`src/ilid_pkg.sv`:
```
// Shared types, widths and codes of the indexed list unit.
// Depends on nothing; used by every module of the block.
`default_nettype none
package ilid_pkg;

    localparam int CAPACITY   = 1024;
    localparam int VALUE_BITS = 16;

    // Field widths of the stream items.
    localparam int OP_W     = 3;
    localparam int INDEX_W  = 11;
    localparam int INVAL_W  = 16;
    localparam int READ_W   = 17;
    localparam int STATUS_W = 2;
    localparam int COUNT_W  = 11;

    localparam int IN_DATA_W  = ((OP_W + INDEX_W + INVAL_W + 7) / 8) * 8;
    localparam int OUT_DATA_W = ((READ_W + STATUS_W + COUNT_W + 7) / 8) * 8;

    // Internal widths.
    localparam int CNT_W = $clog2(CAPACITY + 1);
    localparam int CMP_W = (INDEX_W > CNT_W) ? INDEX_W : CNT_W;

    // Read-out reduction: groups of GROUP cells, then one level over the groups.
    localparam int GROUP  = 32;
    localparam int NGROUP = (CAPACITY + GROUP - 1) / GROUP;

    // Operation codes.
    localparam logic [OP_W-1:0] OP_READ     = 3'd0;
    localparam logic [OP_W-1:0] OP_INS_HEAD = 3'd1;
    localparam logic [OP_W-1:0] OP_INS_TAIL = 3'd2;
    localparam logic [OP_W-1:0] OP_INS_AT   = 3'd3;
    localparam logic [OP_W-1:0] OP_DEL_AT   = 3'd4;

    // Status codes.
    localparam logic [STATUS_W-1:0] ST_DONE      = 2'd0;
    localparam logic [STATUS_W-1:0] ST_BAD_INDEX = 2'd1;
    localparam logic [STATUS_W-1:0] ST_FULL      = 2'd2;

    typedef enum logic [1:0] {
        CELL_HOLD = 2'd0,
        CELL_INS  = 2'd1,
        CELL_DEL  = 2'd2
    } t_cell_kind;

    // Command broadcast to every cell of the chain.
    typedef struct packed {
        t_cell_kind            kind;
        logic [CMP_W-1:0]      pos;
        logic [VALUE_BITS-1:0] value;
    } t_cell_cmd;

endpackage
`default_nettype wire

```
`src/ilid_cell.sv`:
```
// One storage cell of the list chain: holds one entry and shifts with its neighbors.
// Depends on ilid_pkg.
`default_nettype none
module ilid_cell (
    input  wire logic                               i_clk,
    input  wire logic [ilid_pkg::CMP_W-1:0]         i_idx,
    input  wire ilid_pkg::t_cell_cmd                i_cmd,
    input  wire logic [ilid_pkg::VALUE_BITS-1:0]    i_left,
    input  wire logic [ilid_pkg::VALUE_BITS-1:0]    i_right,
    output logic      [ilid_pkg::VALUE_BITS-1:0]    o_value,
    output logic      [ilid_pkg::VALUE_BITS-1:0]    o_rd
);

    logic [ilid_pkg::VALUE_BITS-1:0] r_value;
    logic [ilid_pkg::VALUE_BITS-1:0] n_value;
    logic                            w_hit;
    logic                            w_above;

    assign w_hit   = (i_idx == i_cmd.pos);
    assign w_above = (i_idx > i_cmd.pos);

    always_comb begin
        n_value = r_value;
        case (i_cmd.kind)
            ilid_pkg::CELL_INS: begin
                // open the gap: take from the left, load at the insert point
                if (w_above) begin
                    n_value = i_left;
                end else if (w_hit) begin
                    n_value = i_cmd.value;
                end
            end
            ilid_pkg::CELL_DEL: begin
                // close the gap: take from the right at and above the point
                if (w_above || w_hit) begin
                    n_value = i_right;
                end
            end
            default: begin
                n_value = r_value;
            end
        endcase
    end

    always_ff @(posedge i_clk) begin
        r_value <= n_value;
    end

    assign o_value = r_value;
    assign o_rd    = w_hit ? r_value : '0;

endmodule
`default_nettype wire

```
`config.mk`:
```
export PLATFORM = sky130hd
export DESIGN_NAME = ilid_cell
export DESIGN_NICKNAME = d
export VERILOG_FILES = /design/src/ilid_pkg.sv /design/src/ilid_cell.sv
export SDC_FILE = /design/constraint.sdc
export NUM_CORES = 1
export LEC_CHECK = 0
export ABC_AREA = 1
export BUFFER_PORTS_ARGS = -buffer_cell sky130_fd_sc_hd__buf_2
export CAP_MARGIN = 25
export CORE_MARGIN = 2
export CORE_UTILIZATION = 35
export CTS_CLUSTER_DIAMETER = 30
export DETAILED_ROUTE_END_ITERATION = 6
export PLACE_DENSITY = 0.73
export SLEW_MARGIN = 20
export SYNTH_ARGS = -nofsm -noshare
export SYNTH_HDL_FRONTEND = slang
export SYNTH_SLANG_ARGS = --single-unit
export TNS_END_PERCENT = 1
```
`constraint.sdc`:
```
create_clock -name i_clk -period 2.92 [get_ports i_clk]
set_input_delay 0.584 -clock i_clk [delete_from_list [all_inputs] [get_ports i_clk]]
set_output_delay 0.584 -clock i_clk [all_outputs]
set_load 0.05 [all_outputs]
```
==> run_summary.xml <==
<?xml version="1.0" encoding="UTF-8"?>
<metrics>
  <group name="floorplan">
    <metric name="num_io_pins" unit="">105</metric>
    <metric name="dieHeight" unit="µm">69.12</metric>
    <metric name="floorplan.rows" unit="">23</metric>
    <metric name="floorplan.die.width" unit="µm">69.12</metric>
    <metric name="design.core.area" unit="µm²">4029</metric>
    <metric name="initial_core_util" unit="%">36.83</metric>
    <metric name="die_outline_area" unit="µm²">4777</metric>
  </group>
  <group name="synth">
    <metric name="synth-seq-area-share" unit="%">32.38</metric>
    <metric name="synth_fp_nets" unit="">313</metric>
    <metric name="synth_warnings" unit="">0</metric>
    <metric name="synth_cell_type_count" unit="">21</metric>
    <metric name="mappedNetlistArea" unit="µm²">1484</metric>
    <metric name="synth_area_leaders" unit="">sky130_fd_sc_hd__edfxtp_1 (32%), sky130_fd_sc_hd__inv_1 (17%), sky130_fd_sc_hd__nand2_1 (16%)</metric>
    <metric name="synth_top_area_cell" unit="">sky130_fd_sc_hd__edfxtp_1</metric>
    <metric name="per_instance_average_area_after_synthesis" unit="µm²">6.480</metric>
    <metric name="netlist_instances" unit="">229</metric>
    <metric name="synth_top_cell_area_share" unit="%">32.38</metric>
    <metric name="ys_ff_latch" unit="">16</metric>
  </group>
  <group name="placement">
    <metric name="dp_hpwl" unit="mm">3.083</metric>
    <metric name="gp_congestion" unit="">0.8112</metric>
    <metric name="buffer_ports.inserted" unit="">104</metric>
  </group>
  <group name="pwr">
    <metric name="static-leakage-power" unit="nW">1.395</metric>
    <metric name="seq_power_share" unit="%">38.9</metric>
    <metric name="power_density_over_the_cells" unit="nW/µm²">369.9</metric>
    <metric name="net_switching" unit="W">0.0002928</metric>
    <metric name="ir_drop" unit="µV">137.6</metric>
    <metric name="internal_power" unit="W">0.0004875</metric>
    <metric name="power.combinational.fraction" unit="%">40.6</metric>
    <metric name="net_sw_share" unit="%">37.52</metric>
    <metric name="pwr-share-clk" unit="%">20.5</metric>
  </group>
  <group name="drt">
    <metric name="via_count" unit="">1699</metric>
    <metric name="dr.first_iter.drc_count" unit="">92</metric>
    <metric name="ant_nets" unit="">0</metric>
    <metric name="drt-wirelength-per-cell" unit="µm">9.911</metric>
    <metric name="totalWireLength" unit="mm">3.806</metric>
    <metric name="dr.pass1.iters" unit="">4</metric>
    <metric name="drc" unit="">0</metric>
    <metric name="route.detailed.vias_per_inst" unit="">4.424</metric>
  </group>
  <group name="cells_and_area">
    <metric name="filler_cells_inserted" unit="">434</metric>
    <metric name="largest_register_ff_count" unit="">16</metric>
    <metric name="layout.cells.most_common" unit="">sky130_fd_sc_hd__buf_2</metric>
    <metric name="area_growth_syn_to_layout" unit="%">42.16</metric>
    <metric name="num-nets-final" unit="">420</metric>
    <metric name="regArea" unit="µm²">480.5</metric>
    <metric name="multi_input_comb_area" unit="µm²">708.2</metric>
    <metric name="final_core_occ" unit="%">52.36</metric>
    <metric name="diodes" unit="">0</metric>
    <metric name="final_layout_size_suffix_gt1_share" unit="%">36.83</metric>
    <metric name="most_frequent_cells_in_the_layout" unit="">sky130_fd_sc_hd__buf_2 (104), sky130_fd_sc_hd__inv_1 (66), sky130_fd_sc_hd__nand2_1 (63)</metric>
  </group>
  <group name="setup_path">
    <metric name="setup.worst_path.class" unit="">primary input to output pin</metric>
    <metric name="critical_path_arrival" unit="ns">2.03</metric>
    <metric name="cp.required" unit="ns">2.34</metric>
    <metric name="crit_path_start_kind" unit="">primary input</metric>
    <metric name="worst_path_fanout_max" unit="">23</metric>
    <metric name="worst_setup_ep_type" unit="">output pin</metric>
  </group>
  <group name="global_route">
    <metric name="global_route.usage.total" unit="%">16.73</metric>
    <metric name="largest_net_degree_at_the_start_of_global_routing" unit="">24</metric>
    <metric name="overflow" unit="">0</metric>
    <metric name="antenna_found_initial" unit="">0</metric>
    <metric name="number_of_global_route_vias_before_repair" unit="">1623</metric>
    <metric name="global_route_wire_length_before_repair" unit="mm">6.762</metric>
  </group>
  <group name="clock_tree">
    <metric name="ctsHtreeMaxLevel" unit="">1</metric>
    <metric name="total_of_hold_buffers_inserted_after_clock_tree_synthesis" unit="">0</metric>
    <metric name="clock_pin_slew_of_the_registers_on_the_worst_case_setup_and_hold_paths" unit="ns">0.06</metric>
    <metric name="cts_sinks" unit="">16</metric>
    <metric name="clockBufferDepth" unit="">2</metric>
    <metric name="clockRootBuffer" unit="">sky130_fd_sc_hd__clkbuf_8</metric>
    <metric name="tritoncts_clock_tree" unit="">built</metric>
    <metric name="num_cts_buffers" unit="">3</metric>
    <metric name="postCtsResizedCells" unit="">0</metric>
    <metric name="buffers_inserted_by_post_cts_timing_repair" unit="">0</metric>
  </group>
  <group name="timing">
    <metric name="final_hold_viol_count" unit="">0</metric>
    <metric name="final_max_slew_viol_count" unit="">0</metric>
    <metric name="unrepaired_setup_endpoints_after_global_routing" unit="">no</metric>
    <metric name="final.min_clock_period" unit="ns">2.619</metric>
    <metric name="maxSlewHeadroom" unit="%">42.21</metric>
    <metric name="setup-violations-final" unit="">0</metric>
    <metric name="tns" unit="ns">0</metric>
    <metric name="tightestPinTransition" unit="ns">0.8669</metric>
    <metric name="fmax" unit="MHz">381.9</metric>
    <metric name="layout_worst_path_cycle_share" unit="%">89.68</metric>
  </group>
  <group name="outcome">
    <metric name="run_status" unit="">complete, no violations</metric>
  </group>
  <group name="worst_hold_path">
    <metric name="timing.hold.worst.class" unit="">primary input to register</metric>
  </group>
  <group name="run">
    <metric name="max-cap-violations" unit="">0</metric>
  </group>
</metrics>
==> cell type report <==
type	count	share of cell area [%]
Multi-Input combinational cell	137	33.57
Timing Repair Buffer	109	26.45
Sequential cell	16	22.78
Inverter	69	12.28
Tap cell	50	2.966
Clock buffer	3	1.957
==> cell families after synthesis <==
group           Yosys count  synth area share [%]
flops                    16                 32.38
buf+inv                  76                 20.15
simple gates            121                 36.51
compound gates            5                 1.686
fa+ha+maj                11                 9.275
==> final timing paths <==
kind | startpoint | endpoint | slack, ns | depth (start not counted)
max | i_cmd[22] | o_rd[6] | 0.30 | 10
min | i_right[10] | o_value[10] | 0.61 | 3
==> metal layers <==
metal  track usage, %  vias to the layer above  share of wire (%)
met5                0                        -                  0
met4            6.536                        0                1.7
met3           0.8772                        6                6.0
met2            30.13                       66                 50
met1            20.82                      739                 42
li1                 -                      888                  -
==> Yosys cell counts <==
cell	n
sky130_fd_sc_hd__a21oi_1	5
sky130_fd_sc_hd__and3_1	1
sky130_fd_sc_hd__buf_1	2
sky130_fd_sc_hd__buf_2	2
sky130_fd_sc_hd__buf_4	1
sky130_fd_sc_hd__buf_6	1
sky130_fd_sc_hd__clkbuf_1	1
sky130_fd_sc_hd__clkinv_1	1
sky130_fd_sc_hd__edfxtp_1	16
sky130_fd_sc_hd__ha_1	11
sky130_fd_sc_hd__inv_1	66
sky130_fd_sc_hd__inv_2	2
sky130_fd_sc_hd__nand2_1	63
sky130_fd_sc_hd__nand2_2	4
sky130_fd_sc_hd__nand2_4	1
sky130_fd_sc_hd__nand3_1	32
sky130_fd_sc_hd__nand3_4	1
sky130_fd_sc_hd__nand3b_1	1
sky130_fd_sc_hd__nor2_1	16
sky130_fd_sc_hd__nor2_2	1
sky130_fd_sc_hd__nor2_4	1
==> power groups by stage <==
stage	logic (W)	registers, W	clock network (W)
2_1_floorplan	0.000128	0.000401	0
3_3_place_gp	0.000315	0.000307	0
3_5_place_dp	0.000319	0.000309	0
4_1_cts	0.000321	0.000304	0.000163
5_1_grt	0.000355	0.000308	0.000173
6_report	0.000317	0.000303	0.000160
==> critical path, stage by stage <==
cell,delay [ns]
sky130_fd_sc_hd__buf_2,0.07
sky130_fd_sc_hd__inv_1,0.03
sky130_fd_sc_hd__ha_1,0.28
sky130_fd_sc_hd__nand2_1,0.07
sky130_fd_sc_hd__inv_2,0.06
sky130_fd_sc_hd__nand2_2,0.05
sky130_fd_sc_hd__nor2_4,0.13
sky130_fd_sc_hd__nand2_2,0.26
sky130_fd_sc_hd__nor2_1,0.21
sky130_fd_sc_hd__buf_2,0.29
==> stage by stage <==
step                      std cells  worst slack, ns  cell area, µm²  total power [W]  hold WS (ns)
after floorplan                 229           0.1517            1484        0.0005287        0.7699
after global placement          381           0.3027            2068        0.0006221        0.8539
after detailed placement        381           0.2839            2068        0.0006280        0.8596
after CTS                       384           0.2815            2110        0.0007879        0.6061
after global routing            384           0.1086            2110        0.0008358        0.6091
final                           384           0.3013            2110        0.0007804        0.6097
Power figures use the tool's default switching activity.
